`src/sv/opwt_pkg.sv`:
```
package opwt_pkg;

	localparam int FRAME_BYTES = 2;
	localparam int FRAME_BITS  = FRAME_BYTES * 8;
	localparam int BIT_W       = $clog2(FRAME_BITS);
	localparam int SHORT_W     = 10;
	localparam int TIME_W      = 21;
	localparam int CNT8_W      = 8;

	localparam int MID_DEPTH_DEF = 2;
	localparam int OUT_DEPTH_DEF = 2;

	// configuration register indexes
	localparam int CFG_IDX_W  = 3;
	localparam int CFG_DATA_W = 10;
	localparam logic [CFG_IDX_W-1:0] REG_REPEATS   = 3'd0;
	localparam logic [CFG_IDX_W-1:0] REG_FRAME_GAP = 3'd1;
	localparam logic [CFG_IDX_W-1:0] REG_GROUPS    = 3'd2;
	localparam logic [CFG_IDX_W-1:0] REG_GROUP_GAP = 3'd3;
	localparam logic [CFG_IDX_W-1:0] REG_SHORT_R2  = 3'd4;
	localparam logic [CFG_IDX_W-1:0] REG_SHORT_R3  = 3'd5;

	localparam logic [7:0]         RST_REPEATS   = 8'd4;
	localparam logic [7:0]         RST_FRAME_GAP = 8'd5;
	localparam logic [7:0]         RST_GROUPS    = 8'd2;
	localparam logic [7:0]         RST_GROUP_GAP = 8'd50;
	localparam logic [SHORT_W-1:0] RST_SHORT_R2  = 10'd600;
	localparam logic [SHORT_W-1:0] RST_SHORT_R3  = 10'd185;

	localparam logic [3:0] FRAME_HEAD = 4'b0110;

	localparam logic [1:0] PRODUCT_REV2 = 2'd0;
	localparam logic [1:0] PRODUCT_REV3 = 2'd1;
	localparam logic [1:0] CHANNEL_BAD  = 2'd3;
	localparam logic [1:0] OUTLET_BAD   = 2'd0;
	localparam logic       REQ_TICK     = 1'b0;
	localparam logic       REQ_START    = 1'b1;

	typedef struct packed {
		logic       req_type;
		logic [1:0] product;
		logic [1:0] channel;
		logic [1:0] outlet;
		logic       switch_on;
	} in_item_t;

	typedef struct packed {
		logic pin_level;
		logic busy_res;
		logic rejected;
	} out_item_t;

	typedef struct packed {
		logic [7:0]         repeats_per_group;
		logic [7:0]         frame_gap_scale;
		logic [7:0]         group_count;
		logic [7:0]         group_gap_scale;
		logic [SHORT_W-1:0] short_time_rev2;
		logic [SHORT_W-1:0] short_time_rev3;
	} cfg_t;

	// classified item handed from front to back
	typedef struct packed {
		logic                  is_cmd;
		logic                  cmd_ok;
		logic [FRAME_BITS-1:0] frame;
		logic [SHORT_W-1:0]    short_time;
	} mid_t;

	function automatic logic [7:0] body_code(input logic [1:0] outlet, input logic on);
		logic [7:0] code;
		code = 8'h00;
		case (outlet)
			2'd1: code = on ? 8'h88 : 8'h84;
			2'd2: code = on ? 8'h82 : 8'h81;
			2'd3: code = on ? 8'h90 : 8'hA0;
			default: code = 8'h00;
		endcase
		return code;
	endfunction

endpackage

```
`src/sv/ook_pulse_width_outlet_transmitter.sv`:
```
// OOK pulse-width outlet transmitter, one microsecond per tick item.
// Input channel: push/full queue. Each item is a tick (req_type 0) or a start
// command (req_type 1) with product, channel, outlet and switch_on.
// Result channel: empty/pop queue. Every input item yields exactly one
// result: the pin level during that tick, whether a transmission is still in
// progress afterwards, and a reject flag for bad or busy-time commands.
// Configuration: wr_en/wr_index/wr_data, no read-back;
// write only while the block is idle.
// A result passes the front stage register, the middle queue and then the
// sequencer writing the result queue before it is on the result ports.
// Throughput: one item per cycle while the result queue is being popped; the
// sequencer takes one step per item; front stage, middle queue and result queue
// each take one transfer per cycle.
// When the receiver stops popping, the result queue fills, then the middle
// queue and front stage, and full rises; nothing is dropped.
// Reset clears the queues and the sequencer (idle, line low) and loads the
// register defaults: 4 frames per group, frame gap 5, 2 groups, group gap 50,
// short time 600 us (revision two) and 185 us (revision three).
module ook_pulse_width_outlet_transmitter
	import opwt_pkg::*;
#(
	parameter int MID_DEPTH = MID_DEPTH_DEF,
	parameter int OUT_DEPTH = OUT_DEPTH_DEF
) (
	input  logic                  clk,
	input  logic                  arst_n,
	input  logic                  push,
	input  in_item_t              item,
	output logic                  full,
	output logic                  empty,
	input  logic                  pop,
	output out_item_t             result,
	input  logic                  wr_en,
	input  logic [CFG_IDX_W-1:0]  wr_index,
	input  logic [CFG_DATA_W-1:0] wr_data
);

	cfg_t      cfg_q;
	logic      mid_push, mid_full, mid_empty, mid_pop;
	mid_t      mid_wdata, mid_rdata;
	logic      res_push, res_full;
	out_item_t res_wdata;

	always_ff @(posedge clk or negedge arst_n) begin
		if (!arst_n) begin
			cfg_q.repeats_per_group <= RST_REPEATS;
			cfg_q.frame_gap_scale   <= RST_FRAME_GAP;
			cfg_q.group_count       <= RST_GROUPS;
			cfg_q.group_gap_scale   <= RST_GROUP_GAP;
			cfg_q.short_time_rev2   <= RST_SHORT_R2;
			cfg_q.short_time_rev3   <= RST_SHORT_R3;
		end else if (wr_en) begin
			unique case (wr_index)
				REG_REPEATS:   cfg_q.repeats_per_group <= wr_data[7:0];
				REG_FRAME_GAP: cfg_q.frame_gap_scale   <= wr_data[7:0];
				REG_GROUPS:    cfg_q.group_count       <= wr_data[7:0];
				REG_GROUP_GAP: cfg_q.group_gap_scale   <= wr_data[7:0];
				REG_SHORT_R2:  cfg_q.short_time_rev2   <= wr_data[SHORT_W-1:0];
				REG_SHORT_R3:  cfg_q.short_time_rev3   <= wr_data[SHORT_W-1:0];
				default: ;
			endcase
		end
	end

	opwt_front u_front (
		.clk      (clk),
		.arst_n   (arst_n),
		.push     (push),
		.item     (item),
		.full     (full),
		.cfg      (cfg_q),
		.mid_push (mid_push),
		.mid_item (mid_wdata),
		.mid_full (mid_full)
	);

	opwt_fifo #(
		.WIDTH ($bits(mid_t)),
		.DEPTH (MID_DEPTH)
	) u_mid_q (
		.clk    (clk),
		.arst_n (arst_n),
		.push   (mid_push),
		.wdata  (mid_wdata),
		.full   (mid_full),
		.pop    (mid_pop),
		.rdata  (mid_rdata),
		.empty  (mid_empty)
	);

	opwt_back u_back (
		.clk       (clk),
		.arst_n    (arst_n),
		.cfg       (cfg_q),
		.mid_empty (mid_empty),
		.mid_item  (mid_rdata),
		.mid_pop   (mid_pop),
		.res_full  (res_full),
		.res_push  (res_push),
		.res_item  (res_wdata)
	);

	opwt_fifo #(
		.WIDTH ($bits(out_item_t)),
		.DEPTH (OUT_DEPTH)
	) u_res_q (
		.clk    (clk),
		.arst_n (arst_n),
		.push   (res_push),
		.wdata  (res_wdata),
		.full   (res_full),
		.pop    (pop),
		.rdata  (result),
		.empty  (empty)
	);

endmodule

```
`src/sv/opwt_fifo.sv`:
```
module opwt_fifo #(
	parameter int WIDTH = 8,
	parameter int DEPTH = 2
) (
	input  logic             clk,
	input  logic             arst_n,
	input  logic             push,
	input  logic [WIDTH-1:0] wdata,
	output logic             full,
	input  logic             pop,
	output logic [WIDTH-1:0] rdata,
	output logic             empty
);

	localparam int PTR_W = $clog2(DEPTH);
	localparam int CNT_W = $clog2(DEPTH + 1);

	logic [WIDTH-1:0] mem_q [DEPTH];
	logic [PTR_W-1:0] wptr_q, rptr_q;
	logic [CNT_W-1:0] cnt_q;
	logic             do_push, do_pop;

	assign full    = (cnt_q == CNT_W'(DEPTH));
	assign empty   = (cnt_q == '0);
	assign do_push = push && !full;
	assign do_pop  = pop && !empty;
	assign rdata   = mem_q[rptr_q];

	always_ff @(posedge clk or negedge arst_n) begin
		if (!arst_n) begin
			wptr_q <= '0;
			rptr_q <= '0;
			cnt_q  <= '0;
		end else begin
			if (do_push) begin
				wptr_q <= (wptr_q == PTR_W'(DEPTH - 1)) ? '0 : wptr_q + 1'b1;
			end
			if (do_pop) begin
				rptr_q <= (rptr_q == PTR_W'(DEPTH - 1)) ? '0 : rptr_q + 1'b1;
			end
			if (do_push && !do_pop) begin
				cnt_q <= cnt_q + 1'b1;
			end else if (do_pop && !do_push) begin
				cnt_q <= cnt_q - 1'b1;
			end
		end
	end

	always_ff @(posedge clk) begin
		if (do_push) begin
			mem_q[wptr_q] <= wdata;
		end
	end

endmodule

```
`src/sv/opwt_front.sv`:
```
module opwt_front
	import opwt_pkg::*;
(
	input  logic     clk,
	input  logic     arst_n,
	input  logic     push,
	input  in_item_t item,
	output logic     full,
	input  cfg_t     cfg,
	output logic     mid_push,
	output mid_t     mid_item,
	input  logic     mid_full
);

	logic     valid_s1;
	mid_t     entry_s1;
	mid_t     cls;
	logic     accept;

	assign full     = valid_s1 && mid_full;
	assign accept   = push && !full;
	assign mid_push = valid_s1;
	assign mid_item = entry_s1;

	// static checks only; the busy check belongs to the back end
	always_comb begin
		cls.is_cmd = (item.req_type == REQ_START);
		cls.cmd_ok = (item.product == PRODUCT_REV2 || item.product == PRODUCT_REV3)
			&& (item.channel != CHANNEL_BAD) && (item.outlet != OUTLET_BAD);
		cls.frame  = {FRAME_HEAD, body_code(item.outlet, item.switch_on), 2'b00, item.channel};
		cls.short_time = (item.product == PRODUCT_REV2) ? cfg.short_time_rev2
			: cfg.short_time_rev3;
	end

	always_ff @(posedge clk or negedge arst_n) begin
		if (!arst_n) begin
			valid_s1 <= 1'b0;
		end else if (accept) begin
			valid_s1 <= 1'b1;
		end else if (!mid_full) begin
			valid_s1 <= 1'b0;
		end
	end

	always_ff @(posedge clk) begin
		if (accept) begin
			entry_s1 <= cls;
		end
	end

endmodule

```
`src/sv/opwt_back.sv`:
```
module opwt_back
	import opwt_pkg::*;
(
	input  logic      clk,
	input  logic      arst_n,
	input  cfg_t      cfg,
	input  logic      mid_empty,
	input  mid_t      mid_item,
	output logic      mid_pop,
	input  logic      res_full,
	output logic      res_push,
	output out_item_t res_item
);

	localparam logic [1:0] PH_IDLE = 2'd0;
	localparam logic [1:0] PH_HIGH = 2'd1;
	localparam logic [1:0] PH_LOW  = 2'd2;
	localparam logic [1:0] PH_GAP  = 2'd3;

	localparam logic [BIT_W-1:0] LAST = BIT_W'(FRAME_BITS - 1);
	localparam int GAP_W = SHORT_W + 8 + 2;

	logic [FRAME_BITS-1:0] frame_q, frame_n;
	logic [BIT_W-1:0]      bit_q, bit_n;
	logic [1:0]            phase_q, phase_n;
	logic [TIME_W-1:0]     time_q, time_n, tdec;
	logic [SHORT_W-1:0]    short_q, short_n;
	logic [CNT8_W-1:0]     frames_q, frames_n, fdec;
	logic [CNT8_W-1:0]     groups_q, groups_n, gdec;
	logic [GAP_W-1:0]      fgap_q, ggap_q, gap_sel;
	logic [SHORT_W+1:0]    s3, m3;
	logic                  step, rej;

	assign step     = !mid_empty && !res_full;
	assign mid_pop  = step;
	assign res_push = step;

	assign s3   = {2'b00, short_q} + {1'b0, short_q, 1'b0};
	assign m3   = {2'b00, mid_item.short_time} + {1'b0, mid_item.short_time, 1'b0};
	assign tdec = time_q - 1'b1;
	assign fdec = frames_q - 1'b1;
	assign gdec = groups_q - 1'b1;

	always_comb begin
		frame_n  = frame_q;
		bit_n    = bit_q;
		phase_n  = phase_q;
		time_n   = time_q;
		short_n  = short_q;
		frames_n = frames_q;
		groups_n = groups_q;
		gap_sel  = fgap_q;
		rej      = 1'b0;
		if (step) begin
			if (mid_item.is_cmd) begin
				if (phase_q != PH_IDLE || !mid_item.cmd_ok) begin
					rej = 1'b1;
				end else begin
					short_n  = mid_item.short_time;
					frame_n  = mid_item.frame;
					groups_n = cfg.group_count;
					frames_n = cfg.repeats_per_group;
					bit_n    = '0;
					if (mid_item.short_time == '0 || cfg.group_count == '0
						|| cfg.repeats_per_group == '0) begin
						phase_n  = PH_IDLE;
						time_n   = '0;
						frames_n = '0;
						groups_n = '0;
					end else begin
						phase_n = PH_HIGH;
						time_n  = mid_item.frame[LAST] ? TIME_W'(m3) : TIME_W'(mid_item.short_time);
					end
				end
			end else if (phase_q != PH_IDLE) begin
				time_n = tdec;
				if (tdec == '0) begin
					unique case (phase_q)
						PH_HIGH: begin
							phase_n = PH_LOW;
							time_n  = frame_q[LAST - bit_q] ? TIME_W'(short_q) : TIME_W'(s3);
						end
						PH_LOW: begin
							if (bit_q != LAST) begin
								bit_n   = bit_q + 1'b1;
								phase_n = PH_HIGH;
								time_n  = frame_q[LAST - bit_n] ? TIME_W'(s3) : TIME_W'(short_q);
							end else begin
								frames_n = fdec;
								if (fdec == '0) begin
									groups_n = gdec;
									frames_n = cfg.repeats_per_group;
									gap_sel  = ggap_q;
								end
								if (fdec == '0 && (gdec == '0 || cfg.repeats_per_group == '0)) begin
									phase_n  = PH_IDLE;
									time_n   = '0;
									bit_n    = '0;
									frames_n = '0;
									groups_n = '0;
								end else if (gap_sel == '0) begin
									// zero gap: next frame starts at once
									bit_n   = '0;
									phase_n = PH_HIGH;
									time_n  = frame_q[LAST] ? TIME_W'(s3) : TIME_W'(short_q);
								end else begin
									phase_n = PH_GAP;
									time_n  = TIME_W'(gap_sel);
								end
							end
						end
						PH_GAP: begin
							bit_n   = '0;
							phase_n = PH_HIGH;
							time_n  = frame_q[LAST] ? TIME_W'(s3) : TIME_W'(short_q);
						end
						default: begin
							phase_n  = PH_IDLE;
							time_n   = '0;
							bit_n    = '0;
							frames_n = '0;
							groups_n = '0;
						end
					endcase
				end
			end
		end
	end

	always_comb begin
		res_item.pin_level = (phase_q == PH_HIGH);
		res_item.busy_res  = (phase_n != PH_IDLE);
		res_item.rejected  = rej;
	end

	always_ff @(posedge clk or negedge arst_n) begin
		if (!arst_n) begin
			frame_q  <= '0;
			bit_q    <= '0;
			phase_q  <= PH_IDLE;
			time_q   <= '0;
			short_q  <= '0;
			frames_q <= '0;
			groups_q <= '0;
		end else begin
			frame_q  <= frame_n;
			bit_q    <= bit_n;
			phase_q  <= phase_n;
			time_q   <= time_n;
			short_q  <= short_n;
			frames_q <= frames_n;
			groups_q <= groups_n;
		end
	end

	// gap lengths, 4 * short * scale; short is fixed long before the first gap
	always_ff @(posedge clk) begin
		fgap_q <= {(GAP_W-2)'(short_q) * (GAP_W-2)'(cfg.frame_gap_scale), 2'b00};
		ggap_q <= {(GAP_W-2)'(short_q) * (GAP_W-2)'(cfg.group_gap_scale), 2'b00};
	end

	a_busy_time: assert property (@(posedge clk) disable iff (!arst_n)
		phase_q != PH_IDLE |-> time_q != '0)
		else $error("active phase with zero time left");

	a_busy_short: assert property (@(posedge clk) disable iff (!arst_n)
		phase_q != PH_IDLE |-> short_q != '0)
		else $error("active phase with zero short time");

	a_idle_clean: assert property (@(posedge clk) disable iff (!arst_n)
		phase_q == PH_IDLE |-> (frames_q == '0 && groups_q == '0 && bit_q == '0))
		else $error("idle with leftover counters");

	a_rej_cmd: assert property (@(posedge clk) disable iff (!arst_n)
		(res_push && res_item.rejected) |-> mid_item.is_cmd)
		else $error("tick flagged as rejected");

	a_cmd_hold: assert property (@(posedge clk) disable iff (!arst_n)
		(step && mid_item.is_cmd && phase_q != PH_IDLE) |=> phase_q != PH_IDLE)
		else $error("command while busy disturbed transmission");

endmodule
```
`config.mk`:
```
export PLATFORM = sky130hd
export DESIGN_NAME = ook_pulse_width_outlet_transmitter
export DESIGN_NICKNAME = d
export VERILOG_FILES = /design/src/sv/opwt_pkg.sv /design/src/sv/ook_pulse_width_outlet_transmitter.sv /design/src/sv/opwt_fifo.sv /design/src/sv/opwt_front.sv /design/src/sv/opwt_back.sv
export SDC_FILE = /design/constraint.sdc
export NUM_CORES = 1
export LEC_CHECK = 0
export ABC_AREA = 1
export BUFFER_PORTS_ARGS = -buffer_cell sky130_fd_sc_hd__buf_2
export CORE_MARGIN = 2
export CORE_UTILIZATION = 37
export CTS_CLUSTER_SIZE = 12
export DETAILED_ROUTE_END_ITERATION = 8
export GPL_ROUTABILITY_DRIVEN = 1
export GPL_TIMING_DRIVEN = 0
export HOLD_SLACK_MARGIN = 0.1
export RECOVER_POWER = 100
export SYNTH_ARGS = -nofsm -noshare
export SYNTH_HDL_FRONTEND = slang
export SYNTH_SLANG_ARGS = --single-unit
```
`constraint.sdc`:
```
create_clock -name clk -period 7.1 [get_ports clk]
set_clock_uncertainty 0.15 [all_clocks]
set_input_delay 0.355 -clock clk [delete_from_list [all_inputs] [get_ports clk]]
set_output_delay 0.355 -clock clk [all_outputs]
set_load 0.02 [all_outputs]
```
==> reports/results.ini <==
[synth]
synth-seq-cells=229
synth_edf_count=69
syn_inst=2008
yosys_warnings=0
synth_area_um2=16400
synth.avg_cell_area_um2=8.16
seq_area_frac_synth=0.361
synth_cell_types=57
syn-num-nets=2226
synthArstFlopShare=0.541
synth_flop_cell=dfrtp_1

[finish]
area_growth_pct=11.8
n_antenna_cell=0
drive_gt1_frac=0.0606
final_util=0.417
layout_commonest_cell=nand2_1
layout.cells.non_filler=2703
fin_nets=2309
final_cell_mix=nand2_1, inv_1, o21ai_0
nFillCells=4445

[hold_path]
hp-class=input pin to register
hold_path_depth=4
hold_path_end=cfg_q[27]
hp-start=wr_index[0]

[setup_path]
path_cells=clkbuf_1 -> clkbuf_1 -> nand2_1 -> fa_1 -> fa_1 -> fa_1 -> fa_1 -> inv_1 -> ha_1 -> a21oi_1 -> nand2_1 -> a21oi_1 -> o21bai_1 -> nand2_1 -> nand2_1 -> a21oi_1 -> o21ai_0 -> nand3_1 -> nand2_1 -> a21oi_1 -> nor2_1 -> nor2_1 -> xor2_1
r2r_end=u_back.fgap_q[19]
critPathKind=register to register
cp_common_cell=nand2_1
crit_path_end_kind=register
startpoint_type=register
reg2reg_from=u_back.short_q[3]
slowest_stage=clkbuf_1
arrival_ns=6.41
ff2ff_path_depth=23
r2r_slack_ns=1.02
critPathMaxStageDelay_ns=0.67
cp_data_required_time_ns=7.43
path_max_fanout=10

[sta]
rsz0062_at_grt=no
fin_crit_sh=0.857
slew_headroom=-0.765
hold_violations=0
tns_ns=0
worstMarginPinSlew_ns=2.65
fmax_mhz=164
slew_viol_final=44
period_needed_ns=6.08
finalSetupViolCount=0
worst_slack_ns=1.02

[clock_tree]
cts_num_sinks=229
root_buffer=clkbuf_16
numCtsBuffers=26
cts_max_level=1
clk_pin_slew_ns=0.06
cts_tree=yes
worstSkewPairLatency_ns=0.55
cts_max_path_buffers=3

[floorplanning]
dieWidth_um=214
dieArea_um2=46000
die_height_um=214
core.rowCount=77
coreArea_um2=43900
io_pins=31
start_util=0.373

[placed_design]
pre_cts_ws_ns=1.07
place_hpwl_mm=31.6
port_buffers=30
dp_cells=2633
place_congestion=0.929

[drt]
drt-pass1-iter-count=5
num_vias=13325
wl_met1_mm=18.6
top_layer=met4
antenna_left=0
via_per_inst=4.93
wl_met2_mm=18.9
drc=0
drt_iter0_drc=926
wire_per_inst_um=15.1
routed_wirelength_mm=40.9
wl_met3_mm=2.30

[global_route]
grt_pass1_wl_mm=68.1
grt_max_degree=82
antenna_found_initial=0
first_global_vias=13343
grt_overflow=0
grt_usage=0.181

[status]
failed_checks=max-capacitance violations, max-slew violations
status=finished with violations

[flow_run]
maxCapViolCount=1

[pwr]
vdd_ir_drop_max_v=0.000213
power_density_nw_per_um2=431
power.leakage_nw=9.24

Yosys cell counts (all sizes together) (3+ instances only):
cell    number  share of area
nand2      486           0.11
inv        386          0.088
o21ai      136          0.042
nor2       116          0.031
dfrtp      108           0.17
fa          97           0.12
ha          95          0.073
a21oi       86          0.027
nand3       80          0.026
edfxtp      69           0.13
clkbuf      54          0.012
xor2        53          0.029
dfxtp       36          0.044
nand4       33          0.013
nor3        26         0.0089
buf         20         0.0066
o211ai      17         0.0078
o22ai       17         0.0069
dfstp       16          0.026
xnor2       13         0.0070
a31oi       12         0.0046
mux2        10         0.0069
or2          8         0.0031
nor4         6         0.0023
and2         4         0.0016
clkinv       3        0.00069
stage by stage:
step,instance area [um2],power (W),hold slack (ns)
after global routing,18300,0.00869,0.216
after detailed placement,17300,0.00660,0.179
after CTS,18400,0.00799,0.113
final,18300,0.00790,0.128
after global placement,17300,0.00649,0.276
after floorplan,16400,0.00541,-0.0906
power breakdown:
part | internal, W | leakage, nW | total [W] | switching, W
Combinational | 0.00153 | 6.36 | 0.00440 | 0.00287
Clock | 0.000795 | 0.412 | 0.00134 | 0.000543
Sequential | 0.00188 | 2.47 | 0.00216 | 0.000276
Total | 0.00421 | 9.24 | 0.00790 | 0.00369
area by class of cell:
| cell class | count | area, um2 | share of cell area |
|---|---|---|---|
| inverters | 389 | 1460 | 0.0797 |
| multi-input cells | 1316 | 8640 | 0.472 |
| well taps | 592 | 741 | 0.0405 |
| plain buffers | 74 | 294 | 0.0161 |
| clock buffers | 38 | 736 | 0.0402 |
| flip-flops and latches | 229 | 5920 | 0.323 |
| clock inverters | 10 | 131 | 0.00718 |
| repair buffers | 55 | 390 | 0.0213 |
routing by layer:
layer	up-vias	track usage
li1	6506	-
met1	6393	0.246
met2	360	0.303
met3	66	0.0243
met4	0	0.0493
met5	-	0
worst max-delay path: cells and delay by family (launching register included):
| family | cells | cell delay (ns) |
|---|---|---|
| xor gates and xnor gates | 1 | 0.14 |
| buffers and inverters | 3 | 1.35 |
| adders and majority gates | 5 | 2.32 |
| DFF | 1 | 0.42 |
| and+or+nand+nor | 8 | 0.70 |
| AOI/OAI and AO/OA | 6 | 0.91 |
registers in the layout, summed over array words and instances, names as in the netlist, 2 cells and up:
signal / flops
cfg_q: 52
u_mid_q.mem_q: 42
u_back.time_q: 21
u_front.mid_item: 21
u_back.fgap_q: 18
u_back.ggap_q: 18
u_back.frame_q: 10
u_back.short_q: 10
u_back.frames_q: 8
u_back.groups_q: 8
u_res_q.mem_q: 6
u_back.bit_q: 4
u_back.phase_q: 2
u_mid_q.cnt_q: 2
u_res_q.cnt_q: 2
what timing repair did:
item | CTS | global route
gates resized for setup | 0 | 0
hold endpoints to repair | 172 | 0
hold buffers | 22 | 0
buffers inserted | 0 | 0
how the worst max path moves through the flow:
stage / start / endpoint / slack (ns) / cells past startpoint
6_report: u_back.short_q[3] / u_back.fgap_q[19] / 1.02 / 23
3_3_place_gp: u_back.short_q[4] / u_back.fgap_q[19] / 1.09 / 25
2_1_floorplan: u_back.short_q[1] / u_back.fgap_q[19] / 2.07 / 23
5_1_grt: u_back.short_q[2] / u_back.fgap_q[19] / 0.65 / 25
4_1_cts: u_back.short_q[1] / u_back.fgap_q[19] / 1.06 / 23
3_5_place_dp: u_back.short_q[4] / u_back.fgap_q[19] / 1.07 / 25
cells by family (layout without fill, tap and decap cells):
family          Yosys count  in the layout  share of synthesized area
mux                      12             12                    0.00810
flops                   229            229                      0.361
buf+inv                 463            566                      0.108
simple gates            761            761                      0.200
fa+ha+maj               192            192                      0.191
xor+xnor                 66             66                     0.0358
compound gates          285            285                     0.0960
Note: power is estimated with default switching activity, not from simulation.
